`src/design/rpaa_pkg.sv`:
```
`default_nettype none
package rpaa_pkg;

  // width of the total registers and of the configuration data
  localparam int REG_BITS  = 20;
  localparam int CFG_IDX_W = 1;
  localparam int IN_DATA_W = 8;

  localparam logic [CFG_IDX_W-1:0] REG_TOTAL_POS = 1'b0;
  localparam logic [CFG_IDX_W-1:0] REG_TOTAL_NEG = 1'b1;

  typedef enum logic [2:0] {
    ST_IDLE,
    ST_DIV_TPR,
    ST_DIV_FPR,
    ST_DIV_PREC,
    ST_MUL_ROC,
    ST_MUL_PR,
    ST_ACC_PR,
    ST_DONE
  } rpaa_state_t;

endpackage
`default_nettype wire

```
`src/design/roc_pr_area_accumulator_unit.sv`:
```
`default_nettype none
// ROC / precision-recall accumulator over a ranked list.
// Input stream: in_tdata[0] is the label (1 = positive), in_tlast marks the
// final item of the list. Items arrive in descending score order.
// Output stream: one result per input. out_tdata carries the false positive
// rate, true positive rate (recall) and precision in Q1.FRAC_BITS, then the
// running ROC and PR trapezoid areas in Q1.(2*FRAC_BITS); out_tlast copies
// the input's last flag. The total registers are to be written through the
// cfg_ port only while the block is idle; the block does not enforce this.
// Each item runs three divisions on one shared restoring divider (a saturating
// one ends at once), then two multiply-accumulate steps on one multiplier;
// the sequencer takes a new item only once it is through with the last.
// in_tready is high only while the sequencer is idle.
// The result waits in an output register; the next item is taken while it
// waits, and its result is held back until the receiver takes the first.
// Reset (rst_n low, synchronous) clears the counts and areas, sets both total
// registers to 1 and empties the output register. After a result for an item
// marked last, the list state returns to its reset value.
module roc_pr_area_accumulator_unit
  import rpaa_pkg::*;
#(
  parameter int COUNT_BITS = 20,
  parameter int FRAC_BITS  = 16
) (
  input  wire logic                 clk,
  input  wire logic                 rst_n,
  input  wire logic                 in_tvalid,
  output logic                      in_tready,
  // [0] is_positive, zero padded
  input  wire logic [IN_DATA_W-1:0] in_tdata,
  input  wire logic                 in_tlast,
  output logic                      out_tvalid,
  input  wire logic                 out_tready,
  // from bit 0: false_pos_rate, true_pos_rate, precision, roc_auc, pr_area, zero padded
  output logic [((3*(FRAC_BITS+1) + 2*(2*FRAC_BITS+1) + 7) / 8) * 8 - 1:0] out_tdata,
  output logic                      out_tlast,
  input  wire logic                 cfg_wr_en,
  input  wire logic [CFG_IDX_W-1:0] cfg_index,
  input  wire logic [REG_BITS-1:0]  cfg_wdata
);

  localparam int RW    = FRAC_BITS + 1;
  localparam int AW    = 2 * FRAC_BITS + 1;
  localparam int DW    = (COUNT_BITS + 1 > REG_BITS) ? COUNT_BITS + 1 : REG_BITS;
  localparam int PW    = 2 * FRAC_BITS + 3;
  localparam int PAY_W = 3 * RW + 2 * AW;
  localparam int OUT_W = ((PAY_W + 7) / 8) * 8;

  localparam logic [RW-1:0] ONE_Q    = {1'b1, {FRAC_BITS{1'b0}}};
  localparam logic [AW-1:0] ONE_AREA = {1'b1, {(2*FRAC_BITS){1'b0}}};

  rpaa_state_t state_r, state_nxt;

  logic [REG_BITS-1:0]   tot_pos_r, tot_neg_r;
  logic [COUNT_BITS-1:0] pos_r, neg_r;
  logic                  last_r;
  logic [RW-1:0]         tpr_r, fpr_r, prec_r;
  logic [RW-1:0]         prev_tpr_r, prev_fpr_r, prev_prec_r;
  logic [AW-1:0]         roc_sum_r, pr_sum_r;
  logic [PW-1:0]         prod_r;
  logic                  out_valid_r;
  logic [PAY_W-1:0]      out_data_r;
  logic                  out_last_r;

  logic            accept;
  logic            div_start, div_busy, div_done;
  logic [DW-1:0]   div_num, div_den;
  logic [RW-1:0]   div_quo;
  logic            load_out;
  logic            mul_pr_sel;
  logic [RW:0]     mul_a;
  logic [RW-1:0]   mul_b;
  logic [RW-1:0]   x0, x1;
  logic [PW-1:0]   acc_sum;
  logic [AW-1:0]   acc_sat;
  logic [AW-1:0]   acc_base;

  assign accept = in_tvalid && in_tready;

  // next state
  always_comb begin
    state_nxt = state_r;
    unique case (state_r)
      ST_IDLE:     if (accept) state_nxt = ST_DIV_TPR;
      ST_DIV_TPR:  if (div_done) state_nxt = ST_DIV_FPR;
      ST_DIV_FPR:  if (div_done) state_nxt = ST_DIV_PREC;
      ST_DIV_PREC: if (div_done) state_nxt = ST_MUL_ROC;
      ST_MUL_ROC:  state_nxt = ST_MUL_PR;
      ST_MUL_PR:   state_nxt = ST_ACC_PR;
      ST_ACC_PR:   state_nxt = ST_DONE;
      ST_DONE:     if (!out_valid_r || out_tready) state_nxt = ST_IDLE;
      default:     state_nxt = ST_IDLE;
    endcase
  end

  // sequencer outputs
  always_comb begin
    in_tready  = 1'b0;
    div_start  = 1'b0;
    mul_pr_sel = 1'b0;
    load_out   = 1'b0;
    unique case (state_r)
      ST_IDLE:     in_tready = 1'b1;
      ST_DIV_TPR, ST_DIV_FPR, ST_DIV_PREC: div_start = !div_busy && !div_done;
      ST_MUL_ROC:  mul_pr_sel = 1'b0;
      ST_MUL_PR:   mul_pr_sel = 1'b1;
      ST_ACC_PR:   mul_pr_sel = 1'b1;
      ST_DONE:     load_out = !out_valid_r || out_tready;
      default:     in_tready = 1'b0;
    endcase
  end

  // divider operands; a zero total acts as one
  always_comb begin
    div_num = DW'(pos_r);
    div_den = DW'(COUNT_BITS'(1));
    case (state_r)
      ST_DIV_TPR: div_den = (tot_pos_r == '0) ? DW'(1) : DW'(tot_pos_r);
      ST_DIV_FPR: begin
        div_num = DW'(neg_r);
        div_den = (tot_neg_r == '0) ? DW'(1) : DW'(tot_neg_r);
      end
      ST_DIV_PREC: div_den = DW'({1'b0, pos_r} + {1'b0, neg_r});
      default: div_den = DW'(1);
    endcase
  end

  rpaa_div #(
    .DW        (DW),
    .FRAC_BITS (FRAC_BITS)
  ) u_div (
    .clk   (clk),
    .rst_n (rst_n),
    .start (div_start),
    .num   (div_num),
    .den   (div_den),
    .busy  (div_busy),
    .done  (div_done),
    .quo   (div_quo)
  );

  // shared multiplier: (y0 + y1) * dx, a falling x gives zero width
  always_comb begin
    x0    = mul_pr_sel ? prev_tpr_r : prev_fpr_r;
    x1    = mul_pr_sel ? tpr_r : fpr_r;
    mul_b = (x1 > x0) ? RW'(x1 - x0) : '0;
    mul_a = mul_pr_sel ? ({1'b0, prev_prec_r} + {1'b0, prec_r})
                       : ({1'b0, prev_tpr_r} + {1'b0, tpr_r});
  end

  // accumulate the registered product into ROC in ST_MUL_PR, into PR in ST_ACC_PR
  always_comb begin
    acc_base = (state_r == ST_ACC_PR) ? pr_sum_r : roc_sum_r;
    acc_sum  = PW'(acc_base) + (prod_r >> 1);
    acc_sat  = (acc_sum > PW'(ONE_AREA)) ? ONE_AREA : AW'(acc_sum);
  end

  // configuration writes
  always_ff @(posedge clk) begin
    if (!rst_n) begin
      tot_pos_r <= REG_BITS'(1);
      tot_neg_r <= REG_BITS'(1);
    end else if (cfg_wr_en) begin
      unique case (cfg_index)
        REG_TOTAL_POS: tot_pos_r <= cfg_wdata;
        REG_TOTAL_NEG: tot_neg_r <= cfg_wdata;
        default: ;
      endcase
    end
  end

  always_ff @(posedge clk) begin
    if (!rst_n) begin
      state_r     <= ST_IDLE;
      pos_r       <= '0;
      neg_r       <= '0;
      last_r      <= 1'b0;
      prev_tpr_r  <= '0;
      prev_fpr_r  <= '0;
      prev_prec_r <= ONE_Q;
      roc_sum_r   <= '0;
      pr_sum_r    <= '0;
      out_valid_r <= 1'b0;
    end else begin
      state_r <= state_nxt;
      if (load_out) out_valid_r <= 1'b1;
      else if (out_valid_r && out_tready) out_valid_r <= 1'b0;

      if (accept) begin
        last_r <= in_tlast;
        // hold the counts at full scale
        if (in_tdata[0]) begin
          if (pos_r != '1) pos_r <= pos_r + 1'b1;
        end else begin
          if (neg_r != '1) neg_r <= neg_r + 1'b1;
        end
      end

      if (div_done) begin
        case (state_r)
          ST_DIV_TPR:  tpr_r  <= div_quo;
          ST_DIV_FPR:  fpr_r  <= div_quo;
          ST_DIV_PREC: prec_r <= div_quo;
          default: ;
        endcase
      end

      if (state_r == ST_MUL_ROC || state_r == ST_MUL_PR) prod_r <= PW'(mul_a * mul_b);
      if (state_r == ST_MUL_PR) roc_sum_r <= acc_sat;
      if (state_r == ST_ACC_PR) pr_sum_r <= acc_sat;

      if (load_out) begin
        out_data_r  <= {pr_sum_r, roc_sum_r, prec_r, tpr_r, fpr_r};
        out_last_r  <= last_r;
        if (last_r) begin
          // end of list: drop all list state
          pos_r       <= '0;
          neg_r       <= '0;
          prev_tpr_r  <= '0;
          prev_fpr_r  <= '0;
          prev_prec_r <= ONE_Q;
          roc_sum_r   <= '0;
          pr_sum_r    <= '0;
        end else begin
          prev_tpr_r  <= tpr_r;
          prev_fpr_r  <= fpr_r;
          prev_prec_r <= prec_r;
        end
      end
    end
  end

  assign out_tvalid = out_valid_r;
  assign out_tdata  = OUT_W'(out_data_r);
  assign out_tlast  = out_last_r;

endmodule
`default_nettype wire

```
`src/design/rpaa_div.sv`:
```
`default_nettype none
// Restoring divider for fractions: quo = (num << FRAC_BITS) / den, saturated at 1.0.
// One quotient bit a cycle; a numerator not below the divisor saturates at once.
module rpaa_div #(
  parameter int DW        = 21,
  parameter int FRAC_BITS = 16
) (
  input  wire logic                 clk,
  input  wire logic                 rst_n,
  input  wire logic                 start,
  input  wire logic [DW-1:0]        num,
  input  wire logic [DW-1:0]        den,
  output logic                      busy,
  output logic                      done,
  output logic [FRAC_BITS:0]        quo
);

  localparam int CNT_W = $clog2(FRAC_BITS);

  logic                 busy_r;
  logic                 done_r;
  logic                 sat_r;
  logic [CNT_W-1:0]     cnt_r;
  logic [DW-1:0]        rem_r;
  logic [DW-1:0]        den_r;
  logic [FRAC_BITS-1:0] q_r;

  logic [DW:0]   shifted;
  logic          ge;
  logic [DW-1:0] rem_nxt;

  always_comb begin
    shifted = {rem_r, 1'b0};
    ge      = shifted >= {1'b0, den_r};
    rem_nxt = ge ? DW'(shifted - {1'b0, den_r}) : DW'(shifted);
  end

  always_ff @(posedge clk) begin
    if (!rst_n) begin
      busy_r <= 1'b0;
      done_r <= 1'b0;
      sat_r  <= 1'b0;
      cnt_r  <= '0;
    end else begin
      done_r <= 1'b0;
      if (busy_r) begin
        if (sat_r) begin
          busy_r <= 1'b0;
          done_r <= 1'b1;
        end else begin
          rem_r <= rem_nxt;
          q_r   <= {q_r[FRAC_BITS-2:0], ge};
          cnt_r <= cnt_r + 1'b1;
          if (cnt_r == CNT_W'(FRAC_BITS - 1)) begin
            busy_r <= 1'b0;
            done_r <= 1'b1;
          end
        end
      end else if (start) begin
        busy_r <= 1'b1;
        sat_r  <= num >= den;
        cnt_r  <= '0;
        rem_r  <= num;
        den_r  <= den;
      end
    end
  end

  assign busy = busy_r;
  assign done = done_r;
  assign quo  = sat_r ? {1'b1, {FRAC_BITS{1'b0}}} : {1'b0, q_r};

endmodule
`default_nettype wire

```
`config.mk`:
```
export PLATFORM = sky130hd
export DESIGN_NAME = roc_pr_area_accumulator_unit
export DESIGN_NICKNAME = d
export VERILOG_FILES = /design/src/design/rpaa_pkg.sv /design/src/design/roc_pr_area_accumulator_unit.sv /design/src/design/rpaa_div.sv
export SDC_FILE = /design/constraint.sdc
export NUM_CORES = 2
export LEC_CHECK = 0
export BUFFER_PORTS_ARGS = -buffer_cell sky130_fd_sc_hd__buf_4
export CAP_MARGIN = 20
export CORE_ASPECT_RATIO = 0.6
export CORE_MARGIN = 1
export CORE_UTILIZATION = 40
export DETAILED_ROUTE_END_ITERATION = 10
export MAX_ROUTING_LAYER = met4
export PLACE_DENSITY = 0.59
export SLEW_MARGIN = 20
export SYNTH_ARGS = -nofsm -noshare
export SYNTH_HDL_FRONTEND = slang
export SYNTH_SLANG_ARGS = --single-unit
```
`constraint.sdc`:
```
create_clock -name clk -period 14.1 [get_ports clk]
set_input_delay 0.705 -clock clk [delete_from_list [all_inputs] [get_ports clk]]
set_output_delay 0.705 -clock clk [all_outputs]
set_load 0.05 [all_outputs]
```
==> summary by stage <==
GRT
After global routing the overflow that remains totals 0. The number of antenna violations at the first check in global routing was 0. The via count of the first global-routing pass is 24760.

The total global-route track usage is 22.93%. The first global-routing pass estimated 147200 um of wire. Entering global routing, the biggest net connects 65 pins.

Clocking
TritonCTS created 47 clock buffers. The quantity of gates resized following cts is 0. The buffer depth of the longest clock path is 3. The CTS tree is done. The H-tree was split into 2 levels.

The clock drives 470 sinks. Clock-pin slew was measured on the worst setup and hold paths at 0.07 ns. The clock latency of the later-clocked register in the worst-skew pair is 0.62 ns.

Once the clock tree was built, the setup fixing pass inserted 0 buffers. The clock tree root buffer cell is sky130_fd_sc_hd__clkbuf_16. In this run, post-CTS hold repair placed 0 buffers.

Outcome
The flow ran to the end, and the final reports show no timing, DRC or antenna violations.

Setup path
The timing startpoint of the critical path is state_r[0]. The worst register-to-register path has a setup slack of between 1.5 and 2 ns. The worst setup path is launched from a register. The startpoint identified for the worst register-to-register timing path is state_r[0].

In this run the worst path has a maximum fanout of 38. In this run the number of cells on the critical path is 38. The delay contributed by the slowest stage of the critical path is 1.00 ns. The end point of the critical path is prod_r[31].

The arrival time of the worst setup path is 12.71 ns. STA classifies the critical path endpoint as a register. The slowest stage of the critical path is the sky130_fd_sc_hd__a21boi_1 cell. The worst endpoint required time is 14.45 ns. The kind of cell with the highest combined delay on the critical path is compound AO/OA/AOI/OAI gates.

Together, buffers and inverters on the worst path number 5. For the worst flop-to-flop path, the logic depth is 38. The critical path is of the register to register type. The worst reg2reg path endpoint is prod_r[31].

Power
The worst ir drop on vdd is 76.40 uV. Total power for the finished layout comes to 2956 uW. In this run the static leakage power is 0.01685 uW. The power per cell area is between 70 and 80 nW/um^2.

Timing
The maximum clock skew at final layout is 0.03298 ns. The maximum frequency from static timing analysis is 80.87 MHz. At the pin with the least slew margin, the transition time is 1.198 ns. The final period demand of the worst path is about 12 ns. The worst slew margin relative to its limit is 19.61%. Setup violations remaining at the end of the flow were counted as 0. Setup repair after global routing left no endpoint under its margin. The hold violation count in the final report is 0. Summed over all failing endpoints, the final setup total negative slack is 0 ns. Dividing the final minimum period by the clock period gives 87.69%.

The number of slew-limit violations in the final report came to 0.

Floorplanning
The number of top-level pins is ~160. The floorplan core area is roughly 84000 um^2. After floorplanning, the core was divided into 82 placement rows. The die is 227.5 um tall. The area of the die is approximately 86000 um^2. Once the floorplan was initialized, standard cells occupied 40.50% of the core.

In this run the horizontal extent of the chip is 377.9 um.

Drt
The count of unresolved DRC violations after routing is 0. The number of detailed-routing iterations run before antenna repair is 7. The total routed wirelength is 94160 um. The average vias per placed instance is 5.374. In this run the remaining antenna-violating nets after routing total 0. The first-iteration detailed-routing DRC count is 2368.

The via count is 25790. The average wire per standard cell is 19.62 um.

Placed design
The congestion estimate from routability-driven global placement came to 0.9730. The count of input and output buffers is 147. The detailed-placement wirelength estimate is 71690 um. The number of placed instances, taps included, is 4711.

Yosys
The primary flip-flop cell chosen by synthesis mapping is sky130_fd_sc_hd__edfxtp_1. The share of flip-flops with an asynchronous set or reset after synthesis is 0%. The dominant cell type by area after synthesis is sky130_fd_sc_hd__edfxtp_1. The number of warnings printed during yosys synthesis is 0. The share of the synthesized area in the top cell type is 23.12%. The number of instances in the synthesized netlist is 3518.

The portion of the post-synthesis area used by sequential elements is 35.46%. The synthesized netlist occupies a cell area of approximately 34000 um^2. The count of distinct cell types in the synthesized netlist is between 70 and 80. In this run, synthesis produced a sequential element count of 470. After synthesis, the cell types taking the most area are sky130_fd_sc_hd__edfxtp_1 23%, sky130_fd_sc_hd__fa_1 14%, sky130_fd_sc_hd__dfxtp_1 12%. The average cell area after synthesis is a little under 10 um^2. The count of flip-flops with a built-in enable after synthesis is about 260.

Job
The total of max-cap violations is 0.

Hold path
The tightest min-delay check is of the input pin to register type.

Finish
The signed area change from the synthesized netlist to the final layout is 12.04%. 0 antenna diodes ended up in the layout. The post-route non-filler standard cell count is approximately 4800. The final layout contains about 4200 nets. The post-route netlist has under 10% of its cells at a drive strength greater than 1.
## cell families after synthesis
family	synth area share (%)
and+or+nand+nor	15.95
AOI/OAI and AO/OA	12.33
buffers and inverters	5.823
adders and majority gates	23.95
DFF	35.46
xor gates and xnor gates	4.030
muxes	2.454
other	0.01106
## Yosys cell counts (all sizes together), types with 21 or more instances
| cell | n |
|---|---|
| a21boi | 50 |
| a21o | 65 |
| a21oi | 145 |
| a22o | 54 |
| a32o | 21 |
| and2 | 34 |
| and3 | 39 |
| clkbuf | 124 |
| dfxtp | 209 |
| edfxtp | 261 |
| fa | 245 |
| ha | 257 |
| inv | 376 |
| mux2 | 41 |
| mux2i | 37 |
| nand2 | 486 |
| nand2b | 28 |
| nand3 | 116 |
| nand4 | 31 |
| nor2 | 231 |
| nor2b | 61 |
| nor3 | 90 |
| o21a | 28 |
| o21ai | 105 |
| or3 | 22 |
| xnor2 | 95 |
| xor2 | 61 |
## sequential cells by signal, indices dropped and copies added (netlist names), 4 cells and up
register	cells
prev_fpr_r	17
pos_r	20
prev_tpr_r	17
u_div.q_r	16
roc_sum_r	33
u_div.rem_r	21
tot_pos_r	20
tot_neg_r	20
prev_prec_r	17
prec_r	17
tpr_r	17
out_data_r	117
neg_r	20
u_div.den_r	21
prod_r	34
u_div.cnt_r	4
fpr_r	17
pr_sum_r	33
## cells in the final DEF, fill, tap and decap left out, types with 91 or more instances in the layout
master / n
sky130_fd_sc_hd__nor2_1: 229
sky130_fd_sc_hd__xnor2_1: 94
sky130_fd_sc_hd__ha_1: 257
sky130_fd_sc_hd__dfxtp_1: 209
sky130_fd_sc_hd__nand2_1: 485
sky130_fd_sc_hd__fa_1: 245
sky130_fd_sc_hd__inv_1: 376
sky130_fd_sc_hd__o21ai_0: 91
sky130_fd_sc_hd__edfxtp_1: 261
sky130_fd_sc_hd__nand3_1: 116
sky130_fd_sc_hd__buf_4: 200
sky130_fd_sc_hd__a21oi_1: 143
## worst min-delay path by stage
stage | endpoint | cells after the start | start | slack (ns)
floorplan | u_div.q_r[10] | 0 | u_div.q_r[9] | 0.42
global placement | u_div.q_r[2] | 0 | u_div.q_r[1] | 0.43
detailed placement | u_div.q_r[5] | 0 | u_div.q_r[4] | 0.43
CTS | tot_pos_r[0] | 3 | cfg_wdata[0] | 0.29
global route | tot_pos_r[0] | 3 | cfg_wdata[0] | 0.31
finish | tot_pos_r[0] | 3 | cfg_wdata[0] | 0.33
## layout make-up
| class | count | area, um^2 |
|---|---|---|
| Sequential cell | 470 | 12020 |
| Timing Repair Buffer | 200 | 1501 |
| Tap cell | 1134 | 1419 |
| Multi-Input combinational cell | 2531 | 20020 |
| Clock inverter | 27 | 274.0 |
| Clock buffer | 60 | 1344 |
| Fill cell | 8050 | 45730 |
| Inverter | 376 | 1411 |
## where the power goes
part           total (uW)  internal [uW]  leakage (uW)  switching [uW]
Clock                1320            741      0.000797             582
Combinational         160           59.4        0.0120             100
Sequential           1470           1460       0.00405            15.6
## tightest hold or removal path: stages
cell and delay, ns:
sky130_fd_sc_hd__buf_4 0.09, sky130_fd_sc_hd__nand2_1 0.04, sky130_fd_sc_hd__nand3_1 0.06
## layer usage
| layer | wire [um] | track usage [%] | vias up |
|---|---|---|---|
| met1 | 48420 | 35.58 | 12530 |
| met5 | 0 | - | - |
| met3 | 8209 | 5.288 | 93 |
| met4 | 1271 | 4.127 | 0 |
| met2 | 36260 | 29.77 | 852 |
| li1 | - | - | 12310 |
## per-stage QoR
step                cell area (um^2)  util [%]  hold WS (ns)  setup WS (ns)
finish                         37990     45.37        0.3253          1.735
global route                   37990     45.37        0.3098         0.9294
CTS                            37970     45.36        0.2863          1.851
detailed placement             36350     43.42        0.4263          1.994
global placement               36350     43.42        0.4296          2.196
floorplan                      33910         -        0.4180          3.219
Power figures use the tool's default switching activity.
